<file path="config.mk">
export PLATFORM = sky130hd
export DESIGN_NAME = midi_to_cv_byte_parser
export DESIGN_NICKNAME = d
export VERILOG_FILES = /design/src/mcv_pkg.sv /design/src/mcv_parser.sv /design/src/mcv_out_buf.sv /design/src/midi_to_cv_byte_parser.sv
export SDC_FILE = /design/constraint.sdc
export NUM_CORES = 1
export LEC_CHECK = 0
export BUFFER_PORTS_ARGS = -buffer_cell sky130_fd_sc_hd__buf_2
export CAP_MARGIN = 20
export CORE_ASPECT_RATIO = 0.5
export CORE_UTILIZATION = 55
export CTS_CLUSTER_DIAMETER = 50
export CTS_CLUSTER_SIZE = 12
export DETAILED_ROUTE_END_ITERATION = 10
export PLACE_DENSITY_LB_ADDON = 0.25
export SLEW_MARGIN = 0
export SYNTH_ARGS = -nofsm -noshare
export SYNTH_HDL_FRONTEND = slang
export SYNTH_HIERARCHICAL = 1
export SYNTH_SLANG_ARGS = --single-unit
</file>
<file path="constraint.sdc">
create_clock -name clk -period 4.7 [get_ports clk]
set_input_delay 0.705 -clock clk [delete_from_list [all_inputs] [get_ports clk]]
set_output_delay 0.705 -clock clk [all_outputs]
set_load 0.02 [all_outputs]
</file>
<file path="src/mcv_pkg.sv">
// ----------------------------------------------------------------------------
// MIDI to CV parser package
// Types and constant codes shared by the parser, the result buffer and the top.
// ----------------------------------------------------------------------------
package mcv_pkg;

	// Field widths.
	localparam int unsigned ChanW  = 4;
	localparam int unsigned DacChW = 3;
	localparam int unsigned DacValW = 13;
	localparam int unsigned GateW  = 2;

	// Status bytes that change the parse state.
	localparam logic [7:0] CMD_NONE     = 8'h00;
	localparam logic [7:0] CMD_NOTE_OFF = 8'h80;
	localparam logic [7:0] CMD_NOTE_ON  = 8'h90;
	localparam logic [7:0] CMD_POLY_PR  = 8'hA0;
	localparam logic [7:0] CMD_CTRL     = 8'hB0;
	localparam logic [7:0] CMD_PROG     = 8'hC0;
	localparam logic [7:0] CMD_CHAN_PR  = 8'hD0;
	localparam logic [7:0] CMD_WHEEL    = 8'hE0;
	localparam logic [7:0] CMD_SYSEX    = 8'hF0;
	localparam logic [7:0] CMD_QFRAME   = 8'hF1;
	localparam logic [7:0] CMD_SONG_POS = 8'hF2;
	localparam logic [7:0] CMD_SONG_SEL = 8'hF3;
	localparam logic [7:0] CMD_EOX      = 8'hF7;

	// Sysex header bytes that enter the data phase.
	localparam logic [6:0] SX_MFR_CODE = 7'h7D;
	localparam logic [6:0] SX_DEV_CODE = 7'h10;

	// Byte phase codes.
	localparam logic [2:0] PH_IDLE      = 3'd0;
	localparam logic [2:0] PH_DATA0     = 3'd1;
	localparam logic [2:0] PH_DATA1     = 3'd2;
	localparam logic [2:0] PH_SYSCOM    = 3'd3;
	localparam logic [2:0] PH_SX_ID     = 3'd4;
	localparam logic [2:0] PH_SX_MODEL  = 3'd5;
	localparam logic [2:0] PH_SX_DATA   = 3'd6;
	localparam logic [2:0] PH_SX_IGNORE = 3'd7;

	// Gate action codes.
	localparam logic [1:0] GATE_NONE = 2'd0;
	localparam logic [1:0] GATE_ON   = 2'd1;
	localparam logic [1:0] GATE_OFF  = 2'd2;

	// DAC slot within a voice.
	localparam logic [1:0] SLOT_PITCH = 2'd0;
	localparam logic [1:0] SLOT_VEL   = 2'd1;
	localparam logic [1:0] SLOT_PRESS = 2'd2;
	localparam logic [1:0] SLOT_WHEEL = 2'd3;

	// Configuration register indexes.
	localparam logic CFG_VOICE1 = 1'b0;
	localparam logic CFG_VOICE2 = 1'b1;

	// One DAC update.
	typedef struct packed {
		logic [DacChW-1:0]  dac_channel;
		logic [DacValW-1:0] dac_value;
		logic [GateW-1:0]   gate_action;
		logic               last_of_run;
	} result_t;

	// Results caused by one byte, handed from the parser to the buffer.
	typedef struct packed {
		logic       push;
		logic [1:0] count;
		result_t    r0;
		result_t    r1;
	} result_pair_t;

endpackage

</file>
<file path="src/mcv_parser.sv">
// ----------------------------------------------------------------------------
// MIDI running status parser
// Registers the incoming byte, then decodes it against the running status
// and produces up to two DAC updates in a single pass.
// ----------------------------------------------------------------------------
module mcv_parser (
	input  logic                 clk,
	input  logic                 arst_n,
	input  logic                 in_valid,
	output logic                 in_stall,
	input  logic [7:0]           midi_byte,
	input  logic                 cfg_we,
	input  logic                 cfg_index,
	input  logic [3:0]           cfg_data,
	input  logic                 buf_free,
	output mcv_pkg::result_pair_t pair
);
	import mcv_pkg::*;

	logic       valid_s1;
	logic [7:0] byte_s1;
	logic       adv;
	logic       accept;

	logic [ChanW-1:0] voice1_q, voice2_q;
	logic [7:0]       cmd_q, cmd_d;
	logic [ChanW-1:0] chan_q, chan_d;
	logic [2:0]       phase_q, phase_d;
	logic [6:0]       fdb_q, fdb_d;

	logic       hit1, routed;
	logic [6:0] data7;
	logic [1:0] count;
	result_t    r0, r1;

	// The input register is released when its results fit in the buffer.
	assign adv      = valid_s1 && ((count == 2'd0) || buf_free);
	assign in_stall = valid_s1 && !adv;
	assign accept   = in_valid && !in_stall;

	// Input register.
	always_ff @(posedge clk or negedge arst_n) begin
		if (!arst_n) begin
			valid_s1 <= 1'b0;
		end else if (accept) begin
			valid_s1 <= 1'b1;
		end else if (adv) begin
			valid_s1 <= 1'b0;
		end
	end

	always_ff @(posedge clk) begin
		if (accept) begin
			byte_s1 <= midi_byte;
		end
	end

	// Voice channel configuration registers.
	always_ff @(posedge clk or negedge arst_n) begin
		if (!arst_n) begin
			voice1_q <= 4'd0;
			voice2_q <= 4'd1;
		end else if (cfg_we) begin
			unique case (cfg_index)
				CFG_VOICE1: voice1_q <= cfg_data;
				CFG_VOICE2: voice2_q <= cfg_data;
				default: ;
			endcase
		end
	end

	// Voice 1 takes priority when both voices share a channel.
	assign hit1   = (chan_q == voice1_q);
	assign routed = hit1 || (chan_q == voice2_q);
	assign data7  = byte_s1[6:0];

	// Decode the byte against the running status.
	always_comb begin
		cmd_d   = cmd_q;
		chan_d  = chan_q;
		phase_d = phase_q;
		fdb_d   = fdb_q;
		count   = 2'd0;
		r0      = '0;
		r1      = '0;
		r0.dac_channel = {!hit1, SLOT_PITCH};
		r1.dac_channel = {!hit1, SLOT_VEL};
		r0.last_of_run = 1'b1;
		r1.last_of_run = 1'b1;

		if (byte_s1[7]) begin
			if (byte_s1[7:4] != 4'hF) begin
				cmd_d   = {byte_s1[7:4], 4'h0};
				chan_d  = byte_s1[3:0];
				phase_d = PH_DATA0;
			end else begin
				unique case (byte_s1)
					CMD_SYSEX: begin
						cmd_d   = CMD_SYSEX;
						phase_d = PH_SX_ID;
					end
					CMD_QFRAME, CMD_SONG_SEL: begin
						cmd_d   = byte_s1;
						phase_d = PH_SYSCOM;
					end
					CMD_SONG_POS: begin
						cmd_d   = CMD_SONG_POS;
						phase_d = PH_DATA0;
					end
					CMD_EOX: begin
						cmd_d   = CMD_EOX;
						phase_d = PH_IDLE;
					end
					default: ;
				endcase
			end
		end else begin
			unique case (cmd_q)
				CMD_NOTE_OFF, CMD_NOTE_ON, CMD_POLY_PR, CMD_CTRL, CMD_WHEEL,
				CMD_SONG_POS: begin
					if (phase_q == PH_DATA0) begin
						fdb_d   = data7;
						phase_d = PH_DATA1;
					end else if (phase_q == PH_DATA1) begin
						phase_d = (cmd_q == CMD_SONG_POS) ? PH_IDLE : PH_DATA0;
						if (routed) begin
							// The second data byte completes a channel message.
							if (cmd_q == CMD_NOTE_OFF || cmd_q == CMD_NOTE_ON) begin
								count          = 2'd2;
								r0.dac_value   = {1'b0, fdb_q, 5'd0};
								r0.last_of_run = 1'b0;
								r0.gate_action = (cmd_q == CMD_NOTE_ON && data7 != 7'd0)
									? GATE_ON : GATE_OFF;
								r1.dac_value   = {1'b0, data7, 5'd0};
							end else if (cmd_q == CMD_POLY_PR) begin
								count          = 2'd1;
								r0.dac_channel = {!hit1, SLOT_PRESS};
								r0.dac_value   = {1'b0, data7, 5'd0};
							end else if (cmd_q == CMD_WHEEL) begin
								count          = 2'd1;
								r0.dac_channel = {!hit1, SLOT_WHEEL};
								r0.dac_value   = {data7, fdb_q[6:1]};
							end
						end
					end
				end
				CMD_PROG: phase_d = PH_DATA0;
				CMD_CHAN_PR: begin
					if (routed) begin
						count          = 2'd1;
						r0.dac_channel = {!hit1, SLOT_PRESS};
						r0.dac_value   = {1'b0, data7, 5'd0};
					end
				end
				CMD_SYSEX: begin
					if (phase_q == PH_SX_ID) begin
						phase_d = (data7 == SX_MFR_CODE) ? PH_SX_MODEL : PH_SX_IGNORE;
					end else if (phase_q == PH_SX_MODEL) begin
						phase_d = (data7 == SX_DEV_CODE) ? PH_SX_DATA : PH_SX_IGNORE;
					end
				end
				CMD_QFRAME, CMD_SONG_SEL: phase_d = PH_IDLE;
				default: ;
			endcase
		end
	end

	// Running status registers advance with each processed byte.
	always_ff @(posedge clk or negedge arst_n) begin
		if (!arst_n) begin
			cmd_q   <= CMD_NONE;
			chan_q  <= '0;
			phase_q <= PH_IDLE;
			fdb_q   <= '0;
		end else if (adv) begin
			cmd_q   <= cmd_d;
			chan_q  <= chan_d;
			phase_q <= phase_d;
			fdb_q   <= fdb_d;
		end
	end

	assign pair.push  = adv && (count != 2'd0);
	assign pair.count = count;
	assign pair.r0    = r0;
	assign pair.r1    = r1;

endmodule

</file>
<file path="src/mcv_out_buf.sv">
// ----------------------------------------------------------------------------
// MIDI to CV result buffer
// Holds the DAC updates of one byte and hands them out one per transaction.
// ----------------------------------------------------------------------------
module mcv_out_buf (
	input  logic                     clk,
	input  logic                     arst_n,
	input  mcv_pkg::result_pair_t    pair,
	output logic                     buf_free,
	output logic                     out_valid,
	input  logic                     out_stall,
	output mcv_pkg::result_t         res
);
	import mcv_pkg::*;

	result_t    r0_q, r1_q;
	logic       head_q;
	logic [1:0] cnt_q;
	logic       pop;

	assign out_valid = (cnt_q != 2'd0);
	assign pop       = out_valid && !out_stall;
	// Room for a new pair once the last held result leaves this cycle.
	assign buf_free  = (cnt_q == 2'd0) || ((cnt_q == 2'd1) && pop);
	assign res       = head_q ? r1_q : r0_q;

	// Count and head pointer.
	always_ff @(posedge clk or negedge arst_n) begin
		if (!arst_n) begin
			cnt_q  <= 2'd0;
			head_q <= 1'b0;
		end else if (pair.push) begin
			cnt_q  <= pair.count;
			head_q <= 1'b0;
		end else if (pop) begin
			cnt_q  <= cnt_q - 2'd1;
			head_q <= 1'b1;
		end
	end

	// Result payload.
	always_ff @(posedge clk) begin
		if (pair.push) begin
			r0_q <= pair.r0;
			r1_q <= pair.r1;
		end
	end

endmodule

</file>
<file path="src/midi_to_cv_byte_parser.sv">
// ----------------------------------------------------------------------------
// MIDI to CV byte parser
// Two-voice MIDI running status parser that emits DAC updates.
// ----------------------------------------------------------------------------
// Usage:
// The input channel takes one raw MIDI byte per transaction (in_valid,
// in_stall, midi_byte). The output channel gives DAC updates (out_valid,
// out_stall, dac_channel, dac_value, gate_action, last_of_run); on a voice
// channel a note message gives two, pressure and pitch wheel one, everything
// else none. The voice channels are to be set through the write port
// (cfg_we, cfg_index, cfg_data) only while no byte is in flight; the block
// does not enforce this. The byte sits in an input register while it is
// decoded, and its updates then drain from a two-entry result buffer at one
// per cycle while the receiver does not stall. The buffer accepts the next
// pair in the cycle its last entry is taken.
// Reset clears the running status, the phase and the channels to voice 1 on
// channel 0, voice 2 on channel 1. When the receiver stalls, the held update
// stays put, and the input stalls once a pending byte has results to store.
// ----------------------------------------------------------------------------
module midi_to_cv_byte_parser (
	input  logic                        clk,
	input  logic                        arst_n,
	input  logic                        in_valid,
	output logic                        in_stall,
	input  logic [7:0]                  midi_byte,
	output logic                        out_valid,
	input  logic                        out_stall,
	output logic [mcv_pkg::DacChW-1:0]  dac_channel,
	output logic [mcv_pkg::DacValW-1:0] dac_value,
	output logic [mcv_pkg::GateW-1:0]   gate_action,
	output logic                        last_of_run,
	input  logic                        cfg_we,
	input  logic                        cfg_index,
	input  logic [3:0]                  cfg_data
);
	import mcv_pkg::*;

	result_pair_t pair;
	result_t      res;
	logic         buf_free;

	// Decode stage with running status.
	mcv_parser u_parser (
		.clk      (clk),
		.arst_n   (arst_n),
		.in_valid (in_valid),
		.in_stall (in_stall),
		.midi_byte(midi_byte),
		.cfg_we   (cfg_we),
		.cfg_index(cfg_index),
		.cfg_data (cfg_data),
		.buf_free (buf_free),
		.pair     (pair)
	);

	// Result buffer.
	mcv_out_buf u_out_buf (
		.clk      (clk),
		.arst_n   (arst_n),
		.pair     (pair),
		.buf_free (buf_free),
		.out_valid(out_valid),
		.out_stall(out_stall),
		.res      (res)
	);

	assign dac_channel = res.dac_channel;
	assign dac_value   = res.dac_value;
	assign gate_action = res.gate_action;
	assign last_of_run = res.last_of_run;

endmodule

</file>
==> reports/results.tsv, run 1 <==
metric	value	unit
status	completed	
sequential share of the synthesized area	0.550	
fmax	306	MHz
Cells after Synth	311	
# DRC	0	
Critical Path AT	3280	ps
DP Area	4210	um^2
num rows	21	
height of the die	62.8	um
Vias/cell	5.75	
crit path max fanout	23	
post-DP HPWL	5360	um
Clock Tree Root	clkbuf_16	
Largest delay share family, worst path	simple AND/OR/NAND/NOR gates	
crit path max-delay cell type	o211a_1	
Final #Nets	361	
WS Path Type	reg -> reg	
global route overflow	0	
Die ar.	7760	um^2
GR Util All Layers	0.217	
PD cells	436	nW/um^2
maximum VDD drop	0.000295	V
post-cts sizing count	0	
Final Hold Viols	0	
Clock Sinks	80	
clk buf depth	2	
EDFF count, synth	46	
shortest period the worst path allows	3270	ps
RSZ-0062 raised after global routing	no	
syn_area_per_cell	13.1	um^2
cell mode on critical path	nor3_4	
clock transition at the registers of the reported paths	60	ps
drt wl/cell	17.4	um
clock skew after layout	7.57	ps
Starting Density	0.588	
Final GP Congestion	0.854	
Yosys reg bits	80	
diode count	0	
max cap viols	0	
crit-path cells	or3b_1 -> nor3_4 -> o21ai_2 -> nor3_4 -> o211a_1 -> buf_4	
total CTS buffers	9	
largest net degree at the start of global routing	35	
routed wire length	7610	um
initial antenna violation count	0	
Finished Cell Area	4500	um^2
Routed Antenna Nets	0	
Setup TNS	0	ps
CTS tree	built	
ys flop type	edfxtp_1	
routed via count	2520	
setup violators final	0	
synthesis warning total	6	
layout cells sized above 1	0.312	
clk_lat worst skew	340	ps
Die X	124	um
Area Growth Syn to Fin	10.7	%
final worst path period share	0.696	
1st-iter DRT viols	154	
CTS hold repair buffers	0	
Mapped Area	4060	um^2
Async SR Flop Fraction	0.425	
first-pass GRT wire length	12300	um
vias in the first global route	2476	
static leakage	1.75	nW
class of the worst hold path	in -> async	
Slew @ Worst Pin	895	ps
Critical Path Max Stage Delay	710	ps
Post-CTS Setup Repair Bufs	0	
# IOs	39	
crit path capture type	flop	
first-pass detailed-route iteration total	5	
H-tree depth	3	
Placeable Area	6910	um^2
WP buf/inv	1	
Worst slew margin	0.402	
synth unique cells	63	
Final Slew Violations	0	
crit path launch type	flop	
IO Port Bufs	38	
CP required	4710	ps
==> state kept, by name, indices dropped and copies added, names as in the netlist, 2 cells and up <==
| register | cells |
|---|---|
| u_out_buf/r0_q | 19 |
| u_out_buf/r1_q | 19 |
| u_parser/byte_s1 | 8 |
| u_parser/cmd_q | 8 |
| u_parser/fdb_q | 7 |
| u_parser/chan_q | 4 |
| u_parser/voice1_q | 4 |
| u_parser/voice2_q | 4 |
| u_parser/phase_q | 3 |
| u_out_buf/cnt_q | 2 |
==> placed cells by master (no fill, tap or decap), types with 2 or more instances in the layout <==
cell type  netlist  routed
a21oi_1          6       6
edfxtp_1        46      46
xor2_1           9       9
nor4_1           8       8
inv_1           11      11
nand2_1         13      13
mux2_4           7       7
o22a_1           3       3
nand2b_1         4       4
nand3_1          2       2
nor3_4           3       3
conb_1           2      11
mux2_1           4       4
clkinv_2         0       2
dfrtp_1         33      33
a22o_1           7       7
a32o_1           6       6
mux2_2          31      31
nor2_1          12      12
o41ai_1          2       2
o21ai_0          6       6
buf_2            4      38
ha_1             2       2
nor3_1           5       5
clkbuf_16        0       9
nor2b_1          6       6
o21bai_1         2       2
or2_1            3       3
nand4b_1         2       2
and2_1          13      13
a31oi_1          2       2
a221o_1          2       2
clkbuf_1         6       2
==> layer usage <==
metal / track usage / share of wire / up-vias / routed length, um
met4: 0.0813 / 0.015 / 0 / 113
met3: 0.0657 / 0.059 / 14 / 449
li1: - / - / 1198 / -
met1: 0.303 / 0.48 / 1232 / 3630
met2: 0.321 / 0.45 / 76 / 3430
met5: 0 / 0 / - / 0
==> final timing paths <==
kind / startpoint / endpoint / slack [ps] / depth (start not counted)
min: arst_n / u_parser/valid_s1 / 450 / 1
max reg2reg: u_parser/cmd_q[3] / u_out_buf/r1_q[9] / 1430 / 6
min reg2reg: u_parser/cmd_q[2] / u_parser/cmd_q[2] / 490 / 2
min in group clk: u_parser/cmd_q[2] / u_parser/cmd_q[2] / 490 / 2
max: u_parser/cmd_q[3] / u_out_buf/r1_q[9] / 1430 / 6
max in group asynchronous: arst_n / u_parser/cmd_q[5] / 3760 / 1
==> kinds of logic (layout without fill, tap and decap cells) <==
family / after synthesis / count (layout) / synth area share
buf+inv: 40 / 66 / 0.0594
mux: 43 / 43 / 0.125
xor+xnor: 9 / 9 / 0.0194
compound gates: 50 / 50 / 0.106
other cells: 2 / 11 / 0.00185
flops: 80 / 80 / 0.550
simple gates: 85 / 85 / 0.132
fa+ha+maj: 2 / 2 / 0.00616
==> per-stage QoR <==
| stage | total power, mW | setup slack [ps] | hold slack (ps) | std cells | utilization |
|---|---|---|---|---|---|
| after floorplan | 1.22 | 1620 | 409 | 320 | - |
| after global placement | 1.28 | 1560 | 441 | 422 | 0.609 |
| after detailed placement | 1.30 | 1430 | 446 | 422 | 0.609 |
| after CTS | 1.97 | 1420 | 471 | 438 | 0.651 |
| after global routing | 2.06 | 1180 | 501 | 438 | 0.651 |
| final | 1.96 | 1430 | 453 | 438 | 0.651 |
==> cell usage after synthesis, types with 2 or more instances <==
cell type	count	area share
edfxtp_1	46	0.34
dfrtp_1	33	0.20
mux2_2	31	0.086
buf_4	15	0.028
and2_1	13	0.020
nand2_1	13	0.012
nor2_1	12	0.011
inv_1	11	0.010
xor2_1	9	0.019
nor4_1	8	0.012
a22o_1	7	0.015
mux2_4	7	0.026
a21oi_1	6	0.0074
a32o_1	6	0.015
clkbuf_1	6	0.0055
nor2b_1	6	0.0092
o21ai_0	6	0.0074
nor3_1	5	0.0062
buf_2	4	0.0049
buf_6	4	0.011
mux2_1	4	0.011
nand2b_1	4	0.0062
nor3_4	3	0.012
o22a_1	3	0.0065
or2_1	3	0.0046
a221o_1	2	0.0049
a31oi_1	2	0.0031
conb_1	2	0.0018
ha_1	2	0.0062
nand3_1	2	0.0025
nand4b_1	2	0.0043
o21bai_1	2	0.0037
o41ai_1	2	0.0043
==> power breakdown <==
group | leakage (nW) | internal, mW | total [mW] | switching (mW)
Clock | 0.140 | 0.411 | 0.673 | 0.262
Sequential | 0.805 | 0.820 | 0.924 | 0.103
Combinational | 0.809 | 0.193 | 0.366 | 0.173
==> worst reg2reg max path: cells and delay by family, from the launching register on <==
kind | cells | cell delay (ps)
and+or+nand+nor | 3 | 1220
AOI/OAI and AO/OA | 2 | 920
buffers and inverters | 1 | 430
DFF | 1 | 370
==> cell type report <==
class                           count  area, um^2
Tap cell                           92         115
Multi-Input combinational cell    200        1620
Fill cell                         539        2410
Clock buffer                       11         233
Sequential cell                    80        2230
Clock inverter                      5        56.3
Inverter                           11        41.3
Timing Repair Buffer               39         198
No activity file was read; power rests on OpenSTA's default activity.
==> run 2, diff against run 1 <==
Settings changed: ABC_AREA set to 1.
Clock period 4.7 ns to 3.13 ns, I/O delays scaled along.
==> run 2 against run 1 <==
  * Clock-buffer cell count decreased by 1
  * Sequential power increased by 43%
  * First-iteration DRC count grew to 2.6 times the previous value
  * Final cell count up 46%
  * Global-route usage rose by 3.1 points
  * Worst hold slack worse by 270 ps
  * Total power up 53%
  * Clock skew is 3.2 ps higher
  * Non-clock buffer count rose by 2
==> reports/results.tsv, run 2 <==
metric	value	unit	change
fmax	373	MHz	
first-pass GRT wire length	15200	um	+24%
EDFF count, synth	46		unchanged
1st-iter DRT viols	396		+160%
GR Util All Layers	0.248		+0.0306
crit path capture type	output port		
Setup TNS	0	ps	unchanged
Finished Cell Area	4760	um^2	+5.9%
crit path max fanout	10		-57%
setup violators final	0		unchanged
# DRC	0		unchanged
status	completed		
switching power	947	uW	+76%
synthesis warning total	6		unchanged
Critical Path Max Stage Delay	380	ps	-330 ps
Worst slew margin	0.497		+0.0952
routed via count	3320		+32%
top post-synthesis cells by area	edfxtp_1, dfrtp_1, nand2_1, inv_1, buf_4		
Comb power frac	0.212		+0.026
Vias/cell	5.18		-10%
commonest non-fill, non-tap cell in the layout	nand2_1		
routed wire length	8870	um	+17%
post-synth top area share	0.323		-0.0165
crit path launch type	flop		
Slew @ Worst Pin	754	ps	-141 ps
# IOs	39		unchanged
most frequent cells in the layout	nand2_1, inv_1, edfxtp_1		
largest net degree at the start of global routing	45		+29%
most common cell in the synthesized netlist	nand2_1		
worst r2r path cells	16		+10
Clk pwr share	0.346		+0.003
clk_lat worst skew	340	ps	about the same
RSZ-0062 raised after global routing	no		
crit-path cells	nor2_2 -> nand3_2 -> inv_2 -> nand2_4 -> nand3_2 -> nand3_4 -> nor2_4 -> nand2_4 -> nand2_1 -> nand2_1 -> nor2_1 -> buf_2		
IO Port Bufs	38		unchanged
layout cells sized above 1	0.171		-0.141
class of the worst hold path	in -> async		
Flop pwr share	0.442		-0.029
PD cells	629	nW/um^2	+44%
synth cell count leaders	nand2_1, inv_1, edfxtp_1		
drt wl/cell	13.8	um	-20%
shortest period the worst path allows	2680	ps	
final worst path period share	0.857		
post-cts sizing count	0		unchanged
Cells after Synth	502		+61%
crit path max-delay cell type	dfrtp_1		
diode count	0		unchanged
Starting Density	0.575		-0.0133
Clock Tree Root	clkbuf_16		
DP Area	4470	um^2	+6.2%
Die X	127	um	+2.5%
initial antenna violation count	0		unchanged
Worst R2R End	u_out_buf/cnt_q[0]		
FF+latch area	2230	um^2	unchanged
sequential share of the synthesized area	0.523		-0.0267
maximum VDD drop	0.000379	V	+29%
H-tree depth	3		unchanged
Yosys reg bits	80		unchanged
synth unique cells	41		-35%
switching share of power	0.316		+0.0419
Die ar.	8140	um^2	+5.0%
Multi-input gate area	1640	um^2	+1.0%
static leakage	2.36	nW	+35%
final core occ	0.641		-0.0100
Critical Path AT	2210	ps	-1070 ps
CTS hold repair buffers	0		unchanged
WS Path Type	reg -> out		
total power draw	2.99	mW	+53%
Post-CTS Setup Repair Bufs	0		unchanged
first-pass detailed-route iteration total	7		+2
clk buf depth	2		unchanged
Clock Sinks	80		unchanged
Final Hold Viols	0		unchanged
Routed Antenna Nets	0		unchanged
Final GP Congestion	0.944		+10%
Final Slew Violations	0		unchanged
clock transition at the registers of the reported paths	60	ps	about the same
total CTS buffers	9		unchanged
clock skew after layout	10.8	ps	+3.19 ps
num rows	22		+4.8%
R2R Setup Slk	770	ps	-660 ps
Placeable Area	7430	um^2	+7.6%
Area Growth Syn to Fin	11.5	%	
fill cell count	622		+15%
ys flop type	edfxtp_1		
vias in the first global route	3105		+25%
top cell type by total area after synthesis	edfxtp_1		
Final #Nets	560		+55%
post-DP HPWL	6260	um	+17%
Mapped Area	4270	um^2	+5.1%
global route overflow	0		unchanged
CTS tree	built		
reg-to-reg critical path startpoint	u_parser/cmd_q[3]		
Largest regs	u_out_buf/r0_q (19), u_out_buf/r1_q (19)		
height of the die	64.3	um	+2.4%
Async SR Flop Fraction	0.425		unchanged
CP required	2660	ps	-2050 ps
syn_area_per_cell	8.51	um^2	-35%
max cap viols	0		unchanged
Pint	2.05	mW	+44%
## run 2: kinds of logic after synthesis
group,after synthesis,share of synthesized area
flops,80,0.523
compound gates,42,0.0630
fa+ha+maj,2,0.00586
simple gates,286,0.305
other cells,2,0.00176
buf+inv,90,0.101
## run 2: worst max path at each step
stage	startpoint	to	slack, ps
finish	u_parser/cmd_q[3]	in_stall	450
global route	u_parser/cmd_q[3]	in_stall	230
CTS	u_parser/cmd_q[3]	in_stall	430
detailed placement	u_parser/cmd_q[3]	u_out_buf/cnt_q[0]	770
global placement	u_parser/cmd_q[3]	u_out_buf/cnt_q[0]	790
floorplan	u_parser/cmd_q[3]	u_out_buf/cnt_q[0]	400
## run 2: power by group through the flow
stage          logic [mW]  clock network (mW)  registers [mW]
6_report            0.633                1.04            1.32
5_1_grt             0.730                1.10            1.34
4_1_cts             0.631                1.06            1.32
3_5_place_dp        0.629                   0            1.34
3_3_place_gp        0.619                   0            1.33
2_1_floorplan       0.507                   0            1.31
## run 2: metrics by stage
step	setup slack [ps]	hold WS [ps]	std cells
CTS	431	232	641
finish	448	181	641
global placement	794	457	625
global route	234	255	641
floorplan	395	174	511
detailed placement	771	461	625
## run 2: cell type report
type / instances / area share
well taps: 96 / 0.0252
clock buffers: 10 / 0.0481
flip-flops and latches: 80 / 0.469
repair buffers: 41 / 0.0473
inverters: 67 / 0.0528
multi-input cells: 341 / 0.344
clock inverters: 6 / 0.0139
## run 2: critical path: cells and delay by family, from the launching register on
kind	cells	cell delay, ps
DFF	1	380
and+or+nand+nor	10	1190
buffers and inverters	2	320
## run 2: per-layer routing
metal / track usage / wire length (um)
met5: 0 / 0
met4: 0.0783 / 85
met3: 0.0662 / 673
met2: 0.363 / 3800
met1: 0.359 / 4310
==> run 3, diff against run 2 <==
--- a/config.mk
+++ b/config.mk
@@ -9,9 +9,12 @@
 export BUFFER_PORTS_ARGS = -buffer_cell sky130_fd_sc_hd__buf_2
 export CAP_MARGIN = 20
+export CELL_PAD_IN_SITES_DETAIL_PLACEMENT = 1
+export CELL_PAD_IN_SITES_GLOBAL_PLACEMENT = 1
 export CORE_ASPECT_RATIO = 0.5
-export CORE_UTILIZATION = 55
+export CORE_UTILIZATION = 45
 export CTS_CLUSTER_DIAMETER = 50
 export CTS_CLUSTER_SIZE = 12
 export DETAILED_ROUTE_END_ITERATION = 10
+export MAX_ROUTING_LAYER = met4
 export PLACE_DENSITY_LB_ADDON = 0.25
 export SLEW_MARGIN = 0
==> constraint.sdc (replaced) <==
create_clock -name clk -period 3.13 [get_ports clk]
set_input_delay 0 -clock clk [delete_from_list [all_inputs] [get_ports clk]]
set_output_delay 0 -clock clk [all_outputs]
set_load 0.02 [all_outputs]
==> run 3 against run 2 <==
  * Sequential share of layout area shrank 1.3 points
  * Worst hold slack lost 140 ps
  * Clock skew shrank 7.3 ps
  * Combinational power grew 5.1%
  * Total power shrank 1.9%
  * First-iteration DRC count shrank 41%
  * Clock power shrank 9%
  * Core utilization shrank 9.4 points
  * Via count grew 3.7%
==> reports/results.tsv, run 3 (synthesized netlist as in run 2, its figures left out) <==
metric	value	unit	change
Multi-input gate area	1640	um^2	unchanged
RSZ-0062 raised after global routing	no		
Place WS	705	ps	-66.4 ps
CTS tree	built		
Finished Cell Area	4900	um^2	+2.8%
Starting Density	0.477		-0.0974
clock transition at the registers of the reported paths	60	ps	about the same
global route overflow	0		unchanged
shortest period the worst path allows	2470	ps	-215 ps
Slew @ Worst Pin	794	ps	+39.9 ps
initial antenna violation count	0		unchanged
routed wire length	10600	um	+19%
CP required	3410	ps	+750 ps
layout cells sized above 1	0.167		-0.00398
Setup TNS	0	ps	unchanged
met2 wire len	4820	um	+27%
Final GP Congestion	0.842		-11%
Final Hold Viols	0		unchanged
Final WS setup	663	ps	+215 ps
fmax	405	MHz	+8.7%
PD cells	600	nW/um^2	-4.5%
max cap viols	0		unchanged
maximum VDD drop	0.000278	V	-27%
class of the worst hold path	in -> reg		
metal3 WL	507	um	-25%
Area Growth Syn to Fin	14.7	%	
switching share of power	0.329		+0.0132
WS Path Type	reg -> reg		
clk buf depth	2		unchanged
crit path max fanout	44		+34
crit path capture type	flop		
FF+latch area	2230	um^2	unchanged
Critical Path Max Stage Delay	390	ps	about the same
diode count	0		unchanged
post-DP HPWL	7420	um	+18%
drt wl/cell	15.7	um	+13%
Vias/cell	5.10		-1.5%
crit-path cells	nor2_2 -> nand3_2 -> nor3_4 -> inv_2 -> nor2_4 -> nand2_4 -> nand2_1 -> nand3_1 -> inv_1 -> buf_12 -> inv_1 -> nand2_1 -> nand2_1 -> nand2_1		
fill cell count	1073		+73%
Die ar.	9910	um^2	+22%
largest net degree at the start of global routing	45		unchanged
Placeable Area	8950	um^2	+20%
crit path launch type	flop		
Largest regs	u_out_buf/r0_q (19), u_out_buf/r1_q (19)		
1st-iter DRT viols	232		-41%
IO Port Bufs	38		unchanged
switching power	968	uW	+2.2%
crit path max-delay cell type	dfrtp_1		
first-pass detailed-route iteration total	4		-3
Pint	1.97	mW	-3.7%
routed via count	3444		+3.7%
total CTS buffers	9		unchanged
# DRC	0		unchanged
# IOs	39		unchanged
first-pass GRT wire length	17800	um	+17%
Die X	140	um	+10%
cell mode on critical path	nand2_1		
status	completed		
vias in the first global route	3542		+14%
Final #Nets	574		+2.5%
setup violators final	0		unchanged
Cell Count, Final, Fillers Out	675		+5.3%
Routed Antenna Nets	0		unchanged
WP buf/inv	4		+2
Cells after DPL	646		+3.4%
DP Area	4490	um^2	+0.59%
Critical Path AT	2750	ps	+540 ps
Clock Sinks	80		unchanged
H-tree depth	3		unchanged
Comb power frac	0.226		+0.014
Largest delay share family, worst path	simple AND/OR/NAND/NOR gates		
DRT met1 WL	5170	um	+20%
Clock Tree Root	clkbuf_16		
Worst slew margin	0.471		-0.0266
height of the die	70.9	um	+10%
GR Util All Layers	0.245		-0.00270
top routing layer used	met4		
Clk pwr share	0.322		-0.024
static leakage	2.41	nW	+1.9%
Final Slew Violations	0		unchanged
num rows	24		+9.1%
Flop pwr share	0.452		+0.010
most frequent cells in the layout	nand2_1, inv_1, edfxtp_1		
clk_lat worst skew	340	ps	about the same
total power draw	2.94	mW	-1.9%
worst hold slack	38.7	ps	-143 ps
Post-CTS Setup Repair Bufs	0		unchanged
final worst path period share	0.788		-0.0687
final core occ	0.547		-0.0936
commonest non-fill, non-tap cell in the layout	nand2_1		
clock skew after layout	3.50	ps	-7.26 ps
-- run 3: layout make-up --
| class | instances | share of cell area |
|---|---|---|
| clock inverter | 5 | 0.00690 |
| tap | 117 | 0.0299 |
| inverter | 67 | 0.0514 |
| sequential | 80 | 0.456 |
| clock buffer | 10 | 0.0468 |
| timing repair buffer | 55 | 0.0746 |
| multi-input combinational | 341 | 0.334 |
-- run 3: path summary, 6_finish.rpt --
kind	from	depth (start not counted)	endpoint	slack, ps
max	u_parser/cmd_q[3]	14	u_out_buf/cnt_q[1]	660
min	out_stall	4	u_out_buf/head_q	40
min in group asynchronous	arst_n	2	u_parser/voice2_q[1]	280
max in group asynchronous	arst_n	2	u_parser/valid_s1	2350
max reg2reg	u_parser/cmd_q[3]	14	u_out_buf/cnt_q[1]	660
min reg2reg	u_parser/fdb_q[1]	2	u_parser/fdb_q[1]	480
-- run 3: tightest hold or removal path: stages --
cell	delay, ps
buf_2	70
inv_1	40
nand2_1	140
a21oi_2	70
-- run 3: power by group through the flow --
| stage | Combinational (mW) | Sequential [mW] | Clock [mW] |
|---|---|---|---|
| 2_1_floorplan | 0.507 | 1.31 | 0 |
| 3_3_place_gp | 0.631 | 1.34 | 0 |
| 3_5_place_dp | 0.642 | 1.34 | 0 |
| 4_1_cts | 0.663 | 1.32 | 0.970 |
| 5_1_grt | 0.751 | 1.34 | 1.01 |
| 6_report | 0.665 | 1.33 | 0.946 |
-- run 3: layer usage --
metal,global-route usage,up-vias
met1,0.328,1643
met5,-,-
met2,0.378,88
met4,0.0623,0
met3,0.0575,9
li1,-,1704
-- run 3: timing repair --
action	in CTS	in global routing
hold buffers	14	0
resized for setup	0	0
endpoints found under the hold margin	50	0
